<file path="src/sv/sor_linear_solver_core_macros.svh">
// Assertion macros for the SOR solver core. Each macro expects clk and arst_n in scope.
`ifndef SOR_LINEAR_SOLVER_CORE_MACROS_SVH
`define SOR_LINEAR_SOLVER_CORE_MACROS_SVH
`ifndef SYNTHESIS
`define SOR_ASSERT_IMP(lbl, ante, cons) \
lbl: assert property (@(posedge clk) disable iff (!arst_n) (ante) |-> (cons)) \
else $error("sor assertion failed");
`define SOR_ASSERT_NXT(lbl, ante, cons) \
lbl: assert property (@(posedge clk) disable iff (!arst_n) (ante) |=> (cons)) \
else $error("sor assertion failed");
`else
`define SOR_ASSERT_IMP(lbl, ante, cons)
`define SOR_ASSERT_NXT(lbl, ante, cons)
`endif
`endif

</file>
<file path="src/sv/sor_pkg.sv">
package sor_pkg;

	localparam logic [1:0] ACT_LOAD_A = 2'd0;
	localparam logic [1:0] ACT_LOAD_B = 2'd1;
	localparam logic [1:0] ACT_LOAD_X = 2'd2;
	localparam logic [1:0] ACT_START  = 2'd3;

	localparam logic [1:0] REG_SIZE  = 2'd0;
	localparam logic [1:0] REG_TOL   = 2'd1;
	localparam logic [1:0] REG_RELAX = 2'd2;
	localparam logic [1:0] REG_LIMIT = 2'd3;

	localparam logic [1:0] ST_CONVERGED = 2'd0;
	localparam logic [1:0] ST_ZERO_DIAG = 2'd1;
	localparam logic [1:0] ST_LIMIT     = 2'd2;

	typedef enum logic [3:0] {
		S_IDLE,
		S_ISSUE,
		S_DRAIN,
		S_NUM,
		S_DIV,
		S_RLXMUL,
		S_RLXWR,
		S_SQ,
		S_CHECK,
		S_OUT
	} state_t;

	typedef struct packed {
		logic shift;
		logic wr;
		logic wrap;
	} cell_ctl_t;

	function automatic logic signed [63:0] sat_add64(input logic signed [63:0] a,
		input logic signed [63:0] b);
		logic signed [64:0] s;
		s = 65'(a) + 65'(b);
		if (s[64] != s[63]) begin
			return s[64] ? {1'b1, 63'd0} : {1'b0, {63{1'b1}}};
		end
		return s[63:0];
	endfunction

	function automatic logic signed [63:0] sat_sub64(input logic signed [63:0] a,
		input logic signed [63:0] b);
		logic signed [64:0] s;
		s = 65'(a) - 65'(b);
		if (s[64] != s[63]) begin
			return s[64] ? {1'b1, 63'd0} : {1'b0, {63{1'b1}}};
		end
		return s[63:0];
	endfunction

	function automatic logic signed [31:0] sat32(input logic signed [63:0] v);
		if (v > 64'sh0000_0000_7FFF_FFFF) begin
			return 32'sh7FFF_FFFF;
		end
		if (v < -64'sh0000_0000_8000_0000) begin
			return 32'sh8000_0000;
		end
		return v[31:0];
	endfunction

endpackage

</file>
<file path="src/sv/sor_x_cell.sv">
// One entry of the solution vector, held in a ring that rotates toward cell zero.
module sor_x_cell (
	input  logic                  clk,
	input  sor_pkg::cell_ctl_t    ctl,
	input  logic signed [31:0]    wr_data,
	input  logic signed [31:0]    nb_data,
	input  logic signed [31:0]    head_data,
	output logic signed [31:0]    x
);

	logic signed [31:0] x_q;

	always_ff @(posedge clk) begin
		if (ctl.wr) begin
			x_q <= wr_data;
		end else if (ctl.shift) begin
			x_q <= ctl.wrap ? head_data : nb_data;
		end
	end

	assign x = x_q;

endmodule

</file>
<file path="config.mk">
export PLATFORM = sky130hd
export DESIGN_NAME = sor_x_cell
export DESIGN_NICKNAME = d
export VERILOG_FILES = /design/src/sv/sor_linear_solver_core_macros.svh /design/src/sv/sor_pkg.sv /design/src/sv/sor_x_cell.sv
export SDC_FILE = /design/constraint.sdc
export NUM_CORES = 1
export LEC_CHECK = 0
export ABC_AREA = 1
export BUFFER_PORTS_ARGS = -buffer_cell sky130_fd_sc_hd__buf_2
export CAP_MARGIN = 10
export CORE_UTILIZATION = 44
export CTS_BUF_LIST = sky130_fd_sc_hd__clkbuf_4
export DETAILED_ROUTE_END_ITERATION = 10
export GPL_ROUTABILITY_DRIVEN = 0
export PLACE_DENSITY = 0.81
export SLEW_MARGIN = 40
export SYNTH_ARGS = -nofsm -noshare
export SYNTH_HDL_FRONTEND = slang
export SYNTH_SLANG_ARGS = --single-unit
</file>
<file path="constraint.sdc">
create_clock -name clk -period 1.5 [get_ports clk]
set_input_delay 0.15 -clock clk [delete_from_list [all_inputs] [get_ports clk]]
set_output_delay 0.15 -clock clk [all_outputs]
set_load 0.05 [all_outputs]
</file>
==> impl_results.md <==
- Status: complete, but fails checks
- Failing checks: DRC
- Seq/Total Area, Yosys: about 46%
- CTS tree: done
- Layout Nets: 500
- Syn nets: 373
- CTS buffer count: 5
- N_diodes: 0
- Busiest grt layer: met2
- Internal: 0.001717 W
- Gate Count Post-Synth: 273
- GR Util met1: 21.49%
- Fraction of layout cells with a size suffix above 1: 43.64%
- Drc violations: 14
- CORE AREA: ~4400 µm²
- Avg Vias per Cell: 4.609
- GR Overflow Total: 0
- CP Max Fanout: 1
- Root Driver: clkbuf_4
- Min Clock Period, post-route: 1.098 ns
- M3 GR Usage: 6.268%
- Fillcell total: between 300 and 400
- Die H: 70.71 µm
- Max clock buf depth: 2
- Ports: approximately 130
- Tot Pwr: 0.002668 W
- Worst stage delay on the critical path: approximately 0.4 ns
- Synth Area per Inst: 7.608 µm²
- Vias in the first global route: 1862
- Worst path top cell family by delay: flip-flops
- DRT iter0 DRCs: roughly 120
- Ys Warns: 0
- # clock sinks: 32
- Largest net degree at the start of global routing: 34
- Starting density of the core: 46.73%
- Synthesized flop and latch total: 32
- Worst-Margin Slew: roughly 0.78 ns
- Placed wire-length estimate: approximately 3800 µm
- Total Neg Setup Slack: 0 ns
- H-tree Lvls: 2
- Row Count: 24
- MaxCap Viol Count: 0
- Net Sw Power: ~0.00095 W
- Final setup viols: 0
- Commonest cells after routing, fill and taps aside: buf_2, nand2_1, inv_1, nand3_1, edfxtp_1
- Unrepaired setup endpoints after global routing: false
- Routed wire length: 5140 µm
- Area occupied by multi-input gates: between 700 and 800 µm²
- Max-slew violation count: 0
- CP Cell Sequence: buf_2
- Die area: between 4000 and 5000 µm²
- Pleak: 1.681 nW
- Initial antenna violation count: 0
- Reg clk slew, reported paths: roughly 0.11 ns
- Slowest CP cell: edfxtp_1
- PostCTS Resize Cnt: 0
- Synth-to-Final Area Change: 32.95%
- Port Buf Inserts: 131
- FMAX: around 0.9 GHz
- Vias: 2088
- Yosys cell types: 12
- Power Density: 966.1 nW/µm²
- Hold/Removal Path Class: in -> reg
- DR pass1 iterations: 7
- Startpoint types: register
- Max reg flops: 32
- CP arrival: 0.95 ns
- Comb pwr share: 32.4%
- Worst vdd ir: slightly below 0.5 mV
- Cts hold-fix bufs: 0
- FF+latch area: just under 1000 µm²
- Met2 Use GR: 37.71%
- WS Path Type: reg -> out
- Post-CTS setup buffer count: 0
- WHS: roughly 0.085 ns
- Critical path capture point type: primary output
- Placed Cells incl. Taps: 445
- Post-route ant nets: 0
- Commonest non-fill, non-tap cell in the layout: buf_2
- Area after DPL: approximately 2700 µm²
- Hold Violations, Final: 0
- Global-route wire length before repair: 7935 µm
- Clock power frac: approximately a quarter
- Crit path buf inv count: 1
- Final worst-path cycle share: 73.20%
- Synth Cell Area: 2077 µm²
- GRT Resource Usage Total: slightly above 20%
- Register share of total power: between 40% and 50%
- Slew Limit Headroom: 47.75%
- Net Sw Frac: 35.64%
- Finished Cell Area: approximately 2800 µm²
- Die X-Extent: 70.71 µm
- Routed length per instance: 11.35 µm
- Layout Cells excl Fill: 453
- Required @ worst endpoint: around 1.4 ns
[cell type report]
class	instances	share of cell area, %
flip-flops and latches	32	34.80
multi-input cells	161	26.14
repair buffers	134	24.56
inverters	66	9.243
well taps	52	2.356
clock buffers	6	1.631
clock inverters	2	1.269
[final timing paths]
kind	end	cells after the start	slack [ns]	startpoint
worst max-delay path	x[8]	1	0.40	x[8]$_DFFE_PP_
worst min-delay path	x[15]$_DFFE_PP_	3	0.09	wr_data[15]
[power by group through the flow]
stage	clock network, W	logic (W)	registers (W)
4_1_cts	0.000684	0.000869	0.00113
2_1_floorplan	0	0.000247	0.00153
3_3_place_gp	0	0.000853	0.00115
5_1_grt	0.000713	0.000923	0.00114
3_5_place_dp	0	0.000867	0.00115
6_report	0.000672	0.000864	0.00113
[metrics by stage]
step	util (%)	setup slack, ns
after detailed placement	60.33	0.2271
after global routing	62.13	0.3463
after floorplan	-	0.3612
final	62.13	0.4021
after global placement	60.33	0.2594
after CTS	62.13	0.3773
[cells by family (layout without fill, tap and decap cells)]
family	count (synthesis)	count (layout)	synth area share, %
DFF	32	32	46.26
buffers and inverters	80	208	18.98
and+or+nand+nor	161	161	34.76
[synth_stat cells, drive strengths merged]
cell | number | area share [%]
inv | 66 | 12
buf | 14 | 6.7
nand2 | 128 | 27
or2 | 1 | 0.30
nand3 | 32 | 7.7
edfxtp | 32 | 46
[routing by layer]
metal	part of all wire, %	wire length, µm
met1	37	1924
met2	52	2695
met3	8.5	437
met4	1.6	82
met5	0	0
Power figures use the tool's default switching activity.
