### config.mk
export PLATFORM = sky130hd
export DESIGN_NAME = sor_div
export DESIGN_NICKNAME = d
export VERILOG_FILES = /design/src/sv/sor_linear_solver_core_macros.svh /design/src/sv/sor_div.sv
export SDC_FILE = /design/constraint.sdc
export NUM_CORES = 1
export LEC_CHECK = 0
export ABC_AREA = 1
export BUFFER_PORTS_ARGS = -buffer_cell sky130_fd_sc_hd__buf_2
export CAP_MARGIN = 10
export CORE_UTILIZATION = 53
export DETAILED_ROUTE_END_ITERATION = 10
export GPL_TIMING_DRIVEN = 1
export PLACE_DENSITY = 0.78
export SETUP_SLACK_MARGIN = 0.1
export SKIP_CTS_REPAIR_TIMING = 1
export SLEW_MARGIN = 25
export SYNTH_ARGS = -nofsm -noshare
export SYNTH_HDL_FRONTEND = slang
export SYNTH_SLANG_ARGS = --single-unit
export TNS_END_PERCENT = 30
### constraint.sdc
create_clock -name clk -period 2.7 [get_ports clk]
set_input_delay 0.135 -clock clk [delete_from_list [all_inputs] [get_ports clk]]
set_output_delay 0.135 -clock clk [all_outputs]
set_load 0.01 [all_outputs]
### src/sv/sor_linear_solver_core_macros.svh
// Assertion macros for the SOR solver core. Each macro expects clk and arst_n in scope.
`ifndef SOR_LINEAR_SOLVER_CORE_MACROS_SVH
`define SOR_LINEAR_SOLVER_CORE_MACROS_SVH
`ifndef SYNTHESIS
`define SOR_ASSERT_IMP(lbl, ante, cons) \
lbl: assert property (@(posedge clk) disable iff (!arst_n) (ante) |-> (cons)) \
else $error("sor assertion failed");
`define SOR_ASSERT_NXT(lbl, ante, cons) \
lbl: assert property (@(posedge clk) disable iff (!arst_n) (ante) |=> (cons)) \
else $error("sor assertion failed");
`else
`define SOR_ASSERT_IMP(lbl, ante, cons)
`define SOR_ASSERT_NXT(lbl, ante, cons)
`endif
`endif

### src/sv/sor_div.sv
// Restoring divider, one quotient bit per cycle, on magnitudes.
module sor_div (
	input  logic                clk,
	input  logic                arst_n,
	input  logic                start,
	input  logic signed [63:0]  num,
	input  logic signed [31:0]  den,
	output logic                done,
	output logic [63:0]         q_mag,
	output logic                neg
);

	logic [63:0] dvd_q;
	logic [31:0] den_q;
	logic [31:0] rem_q;
	logic [6:0]  cnt_q;
	logic        run_q;
	logic        done_q;
	logic        neg_q;
	logic [32:0] trial;
	logic        fits;

	assign trial = {rem_q, dvd_q[63]};
	assign fits  = trial >= {1'b0, den_q};

	always_ff @(posedge clk or negedge arst_n) begin
		if (!arst_n) begin
			run_q  <= 1'b0;
			done_q <= 1'b0;
			cnt_q  <= '0;
		end else begin
			done_q <= 1'b0;
			if (start) begin
				run_q <= 1'b1;
				cnt_q <= 7'd64;
			end else if (run_q) begin
				cnt_q <= cnt_q - 7'd1;
				if (cnt_q == 7'd1) begin
					run_q  <= 1'b0;
					done_q <= 1'b1;
				end
			end
		end
	end

	always_ff @(posedge clk) begin
		if (start) begin
			dvd_q <= num[63] ? 64'(-num) : 64'(num);
			den_q <= den[31] ? 32'(-den) : 32'(den);
			rem_q <= '0;
			neg_q <= num[63] ^ den[31];
		end else if (run_q) begin
			rem_q <= fits ? 32'(trial - {1'b0, den_q}) : trial[31:0];
			dvd_q <= {dvd_q[62:0], fits};
		end
	end

	assign done  = done_q;
	assign q_mag = dvd_q;
	assign neg   = neg_q;

endmodule

==> results of run 1 <==
layer usage:
metal | up-vias | global-route usage | share of wire
met5 | - | 0 | 0.00029
met4 | 2 | 0.1427 | 0.041
met3 | 77 | 0.05406 | 0.064
met2 | 414 | 0.5564 | 0.48
met1 | 5167 | 0.3879 | 0.41
li1 | 5726 | - | -
synth_stat cells (3+ instances only):
library cell  count
a21oi_1          31
a31oi_1          24
buf_1             6
buf_2             7
clkbuf_1         26
dfrtp_1           9
dfxtp_1          32
edfxtp_1         97
ha_1             36
inv_1           253
inv_2             3
nand2_1         575
nand2_2           7
nand3_1         145
nand3b_1         22
nand4_1          25
nor2_1          204
nor2_2           10
nor3_1            9
nor3_2            3
o21ai_0          54
o21ai_1          15
o21bai_1          6
or2_2             6
xnor2_1          26
xor2_1           44
cell type report:
cell class,count,area share
clock inverters,8,0.005668
well taps,270,0.02639
multi-input cells,1263,0.4802
inverters,257,0.07545
clock buffers,24,0.03685
diodes,2,0.0003909
flip-flops and latches,138,0.2952
repair buffers,185,0.07995
path summary, 6_finish.rpt:
kind / endpoint / start / slack [ns]
max reg2reg: rem_q[11]$_SDFFE_PP0P_ / den_q[28]$_DFFE_PP_ / 0.26
min: den_q[31]$_SDFFCE_PN0P_ / den[30] / 0.04
max: rem_q[11]$_SDFFE_PP0P_ / den_q[28]$_DFFE_PP_ / 0.26
min reg2reg: rem_q[25]$_SDFFE_PP0P_ / rem_q[25]$_SDFFE_PP0P_ / 0.47
max in group asynchronous: cnt_q[1]$_DFFE_PN0P_ / arst_n / 2.43
min in group asynchronous: cnt_q[3]$_DFFE_PN0P_ / arst_n / 0.09
worst max-delay path: cells and delay by family, from the launching register on:
family	cells	cell delay (ns)
flip-flops	1	0.34
AO/OA/AOI/OAI	4	0.80
adder cells (fa/ha/maj)	1	0.39
AND/OR/NAND/NOR	5	0.53
buffers and inverters	2	0.29
per-stage QoR:
| stage | std cells | util | cell area (µm²) |
|---|---|---|---|
| 2_1_floorplan | 1701 | - | 11070 |
| 3_3_place_gp | 2111 | 0.6003 | 12230 |
| 3_5_place_dp | 2111 | 0.6003 | 12230 |
| 4_1_cts | 2143 | 0.6271 | 12770 |
| 5_1_grt | 2146 | 0.6285 | 12800 |
| 6_report | 2147 | 0.6287 | 12800 |
cell families (layout without fill, tap and decap cells):
kind of cell / count (synthesis) / after routing / synth area share
XOR/XNOR: 70 / 70 / 0.05537
other: 0 / 2 / 0
buffers and inverters: 300 / 474 / 0.1045
adder cells (fa/ha/maj): 37 / 37 / 0.04249
AND/OR/NAND/NOR: 1016 / 1016 / 0.3858
flip-flops: 138 / 138 / 0.3412
AO/OA/AOI/OAI: 140 / 140 / 0.07062
power groups by stage:
stage	Combinational [µW]	Clock, µW	Sequential [µW]
final	4890	2230	2990
after global routing	5460	2310	3040
after CTS	4820	2250	2990
after detailed placement	4770	0	3030
after global placement	4710	0	3020
after floorplan	3420	0	3040
state kept, by name, summed over array words and instances (netlist names):
name,cells
rem_q,32
den_q,32
run_q,1
neg,1
done,1
cnt_q,7
q_mag,64
==> key figures, run 1 <==
Run status
  – Status: finished, final reports clean

Worst hold path
  – Worst Hold Path Cells: 2
  – Worst Hold Class: in2reg

Setup path
  – Crit path capture type: flop
  – WP data arrival: 2.79 ns
  – Crit-path cells: inv_1 -> ha_1 -> a21oi_1 -> nand2_1 -> a21oi_1 -> nand2_2 -> a21oi_4 -> nand2_4 -> buf_4 -> nand2_1 -> nand3_1 -> o21ai_1
  – Worst EP required: 3.05 ns
  – R2R depth: 12
  – CP max-delay cell: ha_1
  – Worst-path fanout max: 12
  – CP Class: reg2reg
  – Slowest stage delay, CP: 0.39 ns
  – CP Launch Type: flop

Pwr
  – Peak supply drop: 0.4959 mV
  – Logic pwr share: 0.484
  – Power Total: 10120 µW
  – NetSw: 4329 µW
  – Power Density: 790.1 mW/mm²
  – Internal power: 5786 µW
  – Switching Fraction: 0.4280
  – Share of power burned in registers: 0.296
  – Lkg Pwr: 0.006495 µW
  – Clock share of power: 0.221

Synthesis
  – Primary FF master, synth: edfxtp_1
  – Synth Instances: 1701
  – Dominant cells by area after synthesis: edfxtp_1 (26%), nand2_1 (19%), inv_1 (8.6%)
  – Post-synth ARST share: 0.06522
  – Syn nets: 1837
  – Cell Area, Synth: 0.01107 mm²
  – Leading area contributor after synthesis: edfxtp_1
  – Synthesized area per cell: 6.510 µm²
  – Sequential area share after synthesis: 0.3412
  – EDFF count, synth: 97
  – Synth top area share: 0.2631
  – Synth warnings: 0
  – Synth cell types: 44
  – Synthesis-stage register bit count: 138

Global route
  – Initial antenna violation count: 3
  – First-pass GRT wire length: 53.70 mm
  – GRT overflow: 0
  – Total GRT Usage: 0.3201
  – Largest net degree at the start of global routing: 54
  – Vias in the first global route: 10650

Detailed routing
  – DRC viols: 0
  – Starting DRC count in detailed routing: 902
  – WL per Instance: 15.98 µm
  – Vias post-DR: 11390
  – Detailed Route WL: 34.30 mm
  – Detail Route Antenna Nets: 0
  – Vias per cell: 5.303
  – First drt pass iteration count: 5

STA
  – Max-slew headroom at the worst pin: 0.5887
  – Setup Viol. Count Final: 0
  – Final hold viol count: 0
  – Fin worst setup slack: 0.2610 ns
  – Minimum hold slack: 0.03910 ns
  – Peak Freq: 410.0 MHz
  – RSZ-0062 raised after global routing: yes
  – Layout Skew: 0.01297 ns
  – Crit share post-route: 0.9033
  – Slew @ Worst Pin: 0.6169 ns
  – Setup TNS: 0 ns
  – Max Slew Vio Count: 0
  – Tmin final: 2.439 ns

Floorplanning
  – Core area: 0.02036 mm²
  – Starting Density: 0.5437
  – Die outline width: 146.5 µm
  – Row cnt: 52
  – I/O pin count: 165
  – Chip Height: 146.5 µm
  – Die area: 0.02148 mm²

CTS
  – Clock buffer count from CTS: 17
  – Clock slew at reported path FFs: 0.06 ns
  – Clock Tree Root: clkbuf_16
  – CTS tree: yes
  – Clk buf depth: 2
  – H-tree depth: 4
  – Clk_lat worst skew: 0.43 ns
  – Clock sink count: 138

Place
  – Place WS: 0.2901 ns
  – Final Wtd Congestion: 0.9882
  – I/O Buffers: 164
  – Hpwl dp: 26.71 mm

Layout
  – Area growth syn-to-layout: 15.62%
  – Share of post-route cells with drive strength above 1: 0.1333
  – Most common cell after layout, fill and taps aside: nand2_1
  – Commonest non-fill, non-tap cells in the layout: nand2_1 (574), inv_1 (252), nor2_1 (203)
  – Multi-input gate area: 0.006147 mm²
  – FF/Latch Area: 0.003779 mm²
  – Filler instances: 1956
  – # nets final: 1998

Flow run
  – Max_cap viols: 0
(Power assumes the default switching activity.)
==> inputs of run 2 (changes only) <==
--- a/config.mk
+++ b/config.mk
@@ -11,7 +11,7 @@
 export CORE_UTILIZATION = 53
 export DETAILED_ROUTE_END_ITERATION = 10
 export GPL_TIMING_DRIVEN = 1
-export PLACE_DENSITY = 0.78
+export PLACE_DENSITY = 0.83
 export SETUP_SLACK_MARGIN = 0.1
 export SKIP_CTS_REPAIR_TIMING = 1
 export SLEW_MARGIN = 25
==> run 2 against run 1 <==
Net effect:
- first-iteration DRC count up 10%
- count of clock-buffer cells in the layout is 2 lower
- critical path depth rose by 3
- die area unchanged
- maximum frequency down 0.45%
- critical endpoint is now rem_q[28]$_SDFFE_PP0P_
- largest power group unchanged
==> key figures, run 2 (same netlist as run 1, synthesis figures left out) <==
Floorplanning
  – Core area: 0.02036 mm² (unchanged)
  – Row cnt: 52 (unchanged)
  – Die area: 0.02148 mm² (unchanged)
  – Die outline width: 146.5 µm (unchanged)
  – Starting Density: 0.5437 (unchanged)
  – Chip Height: 146.5 µm (unchanged)
  – I/O pin count: 165 (unchanged)

Pwr
  – Switching Fraction: 0.4316 (+0.003679)
  – Clock share of power: 0.225 (+0.004)
  – Share of power burned in registers: 0.296 (about the same)
  – NetSw: 4397 µW (+1.6%)
  – Power Density: 793.8 mW/mm² (+0.46%)
  – Logic pwr share: 0.479 (-0.005)
  – Lkg Pwr: 0.006517 µW (+0.33%)
  – Peak supply drop: 0.5035 mV (+1.5%)
  – Internal power: 5789 µW (about the same)

Setup path
  – RR Endpoint: rem_q[28]$_SDFFE_PP0P_
  – Crit path capture type: flop
  – Slowest stage delay, CP: 0.42 ns (+0.03 ns)
  – Worst-path fanout max: 4 (-8)
  – CP Launch Type: flop
  – Worst EP required: 3.03 ns (-0.02 ns)
  – Register-to-register setup slack: 0.25 ns (about the same)
  – CP Class: reg2reg
  – WP data arrival: 2.78 ns (about the same)
  – R2R depth: 15 (+3)
  – Crit-path cells: inv_1 -> ha_1 -> fa_1 -> inv_1 -> nand3_1 -> nand3_1 -> nand2_1 -> nand2_2 -> nand2_1 -> nand2_1 -> nand2_1 -> nand3_1 -> nand3_1 -> nand2_1 -> nand2_1
  – Reg-to-Reg Start: q_mag[63]$_DFFE_PP_
  – CP dominant cell by count: nand2_1
  – CP max-delay cell: fa_1

STA
  – Setup TNS: 0 ns (unchanged)
  – Setup Viol. Count Final: 0 (unchanged)
  – Layout Skew: 0.01024 ns (-0.002732 ns)
  – Crit share post-route: 0.9074 (+0.004047)
  – Tmin final: 2.450 ns (+0.01093 ns)
  – Max-slew headroom at the worst pin: 0.4375 (-0.1512)
  – Max Slew Vio Count: 0 (unchanged)
  – Slew @ Worst Pin: 0.8426 ns (+0.2256 ns)
  – RSZ-0062 raised after global routing: yes
  – Peak Freq: 408.2 MHz (-0.45%)
  – Final hold viol count: 0 (unchanged)

Run status
  – Status: finished, final reports clean

Place
  – Hpwl dp: 28.30 mm (+5.9%)
  – Final Wtd Congestion: 1.020 (+3.2%)
  – Area after DPL: 0.01222 mm² (about the same)
  – I/O Buffers: 164 (unchanged)

CTS
  – Clock Tree Root: clkbuf_16
  – Clock sink count: 138 (unchanged)
  – CTS tree: yes
  – Clk_lat worst skew: 0.43 ns (about the same)
  – H-tree depth: 4 (unchanged)
  – Clk buf depth: 2 (unchanged)
  – Clock slew at reported path FFs: 0.06 ns (about the same)
  – Clock buffer count from CTS: 17 (unchanged)

Worst hold path
  – Worst Hold Endpoint: den_q[31]$_SDFFCE_PN0P_
  – Worst Hold Class: in2reg
  – Hold path startpoint: den[30]
  – Worst Hold Path Cells: 2 (unchanged)

Global route
  – Vias in the first global route: 11130 (+4.5%)
  – GRT overflow: 0 (unchanged)
  – Largest net degree at the start of global routing: 74 (+37%)
  – Met1 Usage GRT: 0.4235 (+0.03566)
  – First-pass GRT wire length: 57.60 mm (+7.3%)
  – Busiest grt layer: met2
  – Met2 usage: 0.5895 (+0.03310)
  – Initial antenna violation count: 5 (+2)
  – Total GRT Usage: 0.3426 (+0.02250)
  – Met3 Usage GRT: 0.04719 (-0.006875)

Layout
  – Largest register FFs: 64 (unchanged)
  – # nets final: 1999 (+0.050%)
  – FF/Latch Area: 0.003779 mm² (unchanged)
  – Share of post-route cells with drive strength above 1: 0.1354 (+0.002061)
  – Design area: 0.01283 mm² (+0.23%)
  – Area growth syn-to-layout: 15.89%
  – Commonest non-fill, non-tap cells in the layout: nand2_1 (574), inv_1 (252), nor2_1 (203)
  – Filler instances: 1909 (-2.4%)
  – Most common cell after layout, fill and taps aside: nand2_1
  – Multi-input gate area: 0.006142 mm² (about the same)

Detailed routing
  – DRC viols: 0 (unchanged)
  – WL per Instance: 16.67 µm (+4.4%)
  – Detail Route Antenna Nets: 0 (unchanged)
  – Vias per cell: 5.404 (+1.9%)
  – First drt pass iteration count: 6 (+1)
  – Starting DRC count in detailed routing: 995 (+10%)
  – Vias post-DR: 11620 (+2.1%)
  – Detailed Route WL: 35.86 mm (+4.6%)

Flow run
  – Max_cap viols: 0 (unchanged)
==> run 2: cell count changes in the layout (fill, tap and decap cells not counted), moves of 2 or more <==
cell,before,now
clkbuf_16,17,19
inv_6,0,3
inv_4,0,3
clkbuf_1,5,2
clkinv_2,4,2
clkinvlp_4,2,0
diode_2,2,5
clkinv_4,1,3
==> run 2: power by group through the flow <==
stage	Clock, µW	Combinational, µW	Sequential, µW
4_1_cts	2300	4800	3010
3_5_place_dp	0	4760	3040
2_1_floorplan	0	3420	3040
3_3_place_gp	0	4660	3030
6_report	2300	4880	3010
5_1_grt	2380	5470	3060
==> run 2: worst max path at each step <==
stage,slack [ns],to,depth (start not counted),from
floorplan,0.64,rem_q[12]$_SDFFE_PP0P_,14,q_mag[63]$_DFFE_PP_
global placement,0.25,rem_q[28]$_SDFFE_PP0P_,15,q_mag[63]$_DFFE_PP_
detailed placement,0.27,rem_q[28]$_SDFFE_PP0P_,15,q_mag[63]$_DFFE_PP_
CTS,0.25,rem_q[28]$_SDFFE_PP0P_,15,q_mag[63]$_DFFE_PP_
global route,0.1,rem_q[28]$_SDFFE_PP0P_,15,q_mag[63]$_DFFE_PP_
finish,0.25,rem_q[28]$_SDFFE_PP0P_,15,q_mag[63]$_DFFE_PP_
==> run 2: metrics by stage <==
stage               setup slack (ns)  hold WS [ns]  utilization  std cells  total power (µW)
finish                        0.2501       0.03277       0.6301       2151             10190
global route                 0.09814       0.03978       0.6299       2149             10920
CTS                           0.2506       -0.4568       0.6282       2144             10110
detailed placement            0.2651    -0.0004980       0.6001       2112              7797
global placement              0.2507     -0.007891       0.6001       2112              7695
floorplan                     0.6423       -0.1606            -       1701              6456
==> run 2: worst max-delay path: cells and delay by family, from the launching register on <==
family / cells / cell delay (ns)
flip-flops: 1 / 0.39
adder cells (fa/ha/maj): 2 / 0.65
AND/OR/NAND/NOR: 11 / 1.09
buffers and inverters: 2 / 0.20
==> run 2: routing by layer <==
| metal | wire length, µm | part of all wire |
|---|---|---|
| met5 | 13 | 0.00036 |
| met4 | 1520 | 0.042 |
| met3 | 2436 | 0.068 |
| met2 | 17360 | 0.48 |
| met1 | 14530 | 0.41 |
==> run 2: layout make-up <==
cell class,instances,share of cell area
Tap cell,270,0.02633
Clock inverter,10,0.005948
Clock buffer,22,0.03871
Multi-Input combinational cell,1263,0.4786
Inverter,257,0.07527
Timing Repair Buffer,186,0.07966
Sequential cell,138,0.2945
Antenna cell,5,0.0009750
==> inputs of run 3 (changes only) <==
--- a/config.mk
+++ b/config.mk
@@ -11,7 +11,8 @@
 export CORE_UTILIZATION = 53
 export DETAILED_ROUTE_END_ITERATION = 10
 export GPL_TIMING_DRIVEN = 1
-export PLACE_DENSITY = 0.83
+export PLACE_DENSITY = 0.78
+export RECOVER_POWER = 25
 export SETUP_SLACK_MARGIN = 0.1
 export SKIP_CTS_REPAIR_TIMING = 1
 export SLEW_MARGIN = 25
==> run 3 against run 2 <==
Net effect:
- the run now ends with capacitance limit, slew limit left
- design area down 0.71%
- worst setup slack better by 0.0050 ns
- register-to-register slack about the same
- critical path type unchanged
- highest routed layer unchanged
- wire length down 4.2%
- non-clock buffer count down 1
- sequential cell count unchanged
==> key figures, run 3 (same netlist as run 1, synthesis figures left out) <==
Pwr
  – Power Density: 792.1 mW/mm² (-0.21%)
  – Peak supply drop: 0.4925 mV (-2.2%)
  – Logic pwr share: 0.482 (+0.003)
  – Share of power burned in registers: 0.297 (about the same)
  – Power Total: 10090 µW (-0.92%)
  – NetSw: 4320 µW (-1.7%)
  – Switching Fraction: 0.4281 (-0.003515)
  – Clock share of power: 0.221 (-0.004)
  – Lkg Pwr: 0.006404 µW (-1.7%)
  – Internal power: 5771 µW (-0.31%)

STA
  – Max-slew headroom at the worst pin: -0.05625 (-0.4937)
  – Crit share post-route: 0.9055 (-0.001853)
  – Final hold viol count: 0 (unchanged)
  – Layout Skew: 0.01277 ns (+0.002524 ns)
  – Setup Viol. Count Final: 0 (unchanged)
  – Slew @ Worst Pin: 1.584 ns (+0.7418 ns)
  – Peak Freq: 409.0 MHz (+0.20%)
  – Setup TNS: 0 ns (unchanged)
  – RSZ-0062 raised after global routing: yes
  – Tmin final: 2.445 ns (-0.005004 ns)
  – Max Slew Vio Count: 33 (+33)

Detailed routing
  – Detailed Route WL: 34.38 mm (-4.2%)
  – Detail Route Antenna Nets: 0 (unchanged)
  – Starting DRC count in detailed routing: 857 (-14%)
  – First drt pass iteration count: 8 (+2)
  – Vias post-DR: 11380 (-2.1%)
  – DRC viols: 0 (unchanged)
  – WL per Instance: 16.01 µm (-4.0%)
  – Vias per cell: 5.299 (-1.9%)

Layout
  – Commonest non-fill, non-tap cells in the layout: nand2_1 (574), inv_1 (253), nor2_1 (203)
  – Most common cell after layout, fill and taps aside: nand2_1
  – Largest register FFs: 64 (unchanged)
  – Share of post-route cells with drive strength above 1: 0.1168 (-0.01859)
  – Area growth syn-to-layout: 15.06%
  – # nets final: 1998 (-0.050%)
  – Utilization after layout: 0.6256 (-0.004485)
  – Filler instances: 1976 (+3.5%)
  – Non-filler cells, final: 2147 (-0.19%)

Setup path
  – CP Launch Type: flop
  – Crit path capture type: flop
  – CP Class: reg2reg
  – Register-to-register setup slack: 0.26 ns (about the same)
  – WP data arrival: 2.79 ns (about the same)
  – Worst EP required: 3.05 ns (+0.02 ns)
  – Worst-path fanout max: 12 (+8)

CTS
  – CTS tree: yes
  – Clk_lat worst skew: 0.43 ns (about the same)
  – Clock buffer count from CTS: 17 (unchanged)
  – Clock slew at reported path FFs: 0.06 ns (about the same)
  – Clock Tree Root: clkbuf_16
  – H-tree depth: 4 (unchanged)
  – Clock sink count: 138 (unchanged)
  – Clk buf depth: 2 (unchanged)

Flow run
  – Max_cap viols: 1 (+1)

Place
  – I/O Buffers: 164 (unchanged)
  – Final Wtd Congestion: 0.9882 (-3.1%)
  – Cells after DPL: 2111 (-0.047%)
  – Hpwl dp: 26.71 mm (-5.6%)

Global route
  – First-pass GRT wire length: 53.70 mm (-6.8%)
  – Vias in the first global route: 10650 (-4.3%)
  – Total GRT Usage: 0.3201 (-0.02250)
  – Initial antenna violation count: 3 (-2)
  – GRT overflow: 0 (unchanged)
  – Largest net degree at the start of global routing: 54 (-27%)

Floorplanning
  – Row cnt: 52 (unchanged)
  – Die outline width: 146.5 µm (unchanged)
  – Starting Density: 0.5437 (unchanged)
  – Chip Height: 146.5 µm (unchanged)
  – Core area: 0.02036 mm² (unchanged)
  – Die area: 0.02148 mm² (unchanged)
  – I/O pin count: 165 (unchanged)

Run status
  – Status: finished with violations
  – Failing checks: capacitance limit, slew limit

Worst hold path
  – Worst Hold Class: in2reg
-- run 3: cell types whose count changed in the layout (fill, tap and decap cells not counted), moves of 3 or more --
cell / delta
clkbuf_1: +32
buf_2: -27
buf_4: -4
inv_6: -3
inv_4: -3
diode_2: -3
-- run 3: worst max-delay path, stage by stage (launching register included) --
cell	delay [ns]
edfxtp_1	0.35
inv_1	0.06
ha_1	0.38
a21oi_1	0.24
nand2_1	0.12
a21oi_1	0.24
nand2_2	0.11
a21oi_4	0.21
nand2_4	0.16
buf_4	0.23
nand2_1	0.07
nand3_1	0.07
o21ai_1	0.11
-- run 3: worst paths after layout --
path	startpoint	endpoint	depth (start not counted)
setup / recovery	den_q[28]$_DFFE_PP_	rem_q[11]$_SDFFE_PP0P_	12
hold / removal	den[30]	den_q[31]$_SDFFCE_PN0P_	2
setup reg to reg	den_q[28]$_DFFE_PP_	rem_q[11]$_SDFFE_PP0P_	12
hold reg to reg	rem_q[25]$_SDFFE_PP0P_	rem_q[25]$_SDFFE_PP0P_	2
max in group asynchronous	arst_n	cnt_q[1]$_DFFE_PN0P_	2
min in group asynchronous	arst_n	cnt_q[3]$_DFFE_PN0P_	2
-- run 3: cell type report --
type,count,area (µm²),area share
sequential,138,3779,0.2966
inverter,257,965.9,0.07581
clock buffer,24,471.7,0.03702
clock inverter,8,72.57,0.005696
timing repair buffer,185,967.2,0.07591
tap,270,337.8,0.02651
antenna,2,5.005,0.0003928
multi-input combinational,1263,6142,0.4821
-- run 3: power groups by stage --
stage	logic (µW)	registers, µW	clock network (µW)
CTS	4820	2990	2250
finish	4870	2990	2230
detailed placement	4770	3030	0
floorplan	3420	3040	0
global route	5440	3040	2310
global placement	4710	3020	0
-- run 3: metrics by stage --
stage	area [µm²]	setup WS, ns	hold slack [ns]
after global placement	12230	0.3155	-0.006210
after CTS	12770	0.2560	-0.4518
after floorplan	11070	0.6423	-0.1606
after global routing	12740	0.07796	0.03108
after detailed placement	12230	0.2901	-0.005103
final	12740	0.2551	0.03927
-- run 3: layer usage --
metal | global-route usage | vias to the layer above | routed length (µm) | part of all wire
met5 | 0 | - | 10 | 0.00029
met4 | 0.1427 | 2 | 1462 | 0.043
met3 | 0.05406 | 79 | 2293 | 0.067
met2 | 0.5564 | 414 | 16450 | 0.48
met1 | 0.3879 | 5165 | 14160 | 0.41
li1 | - | 5718 | - | -
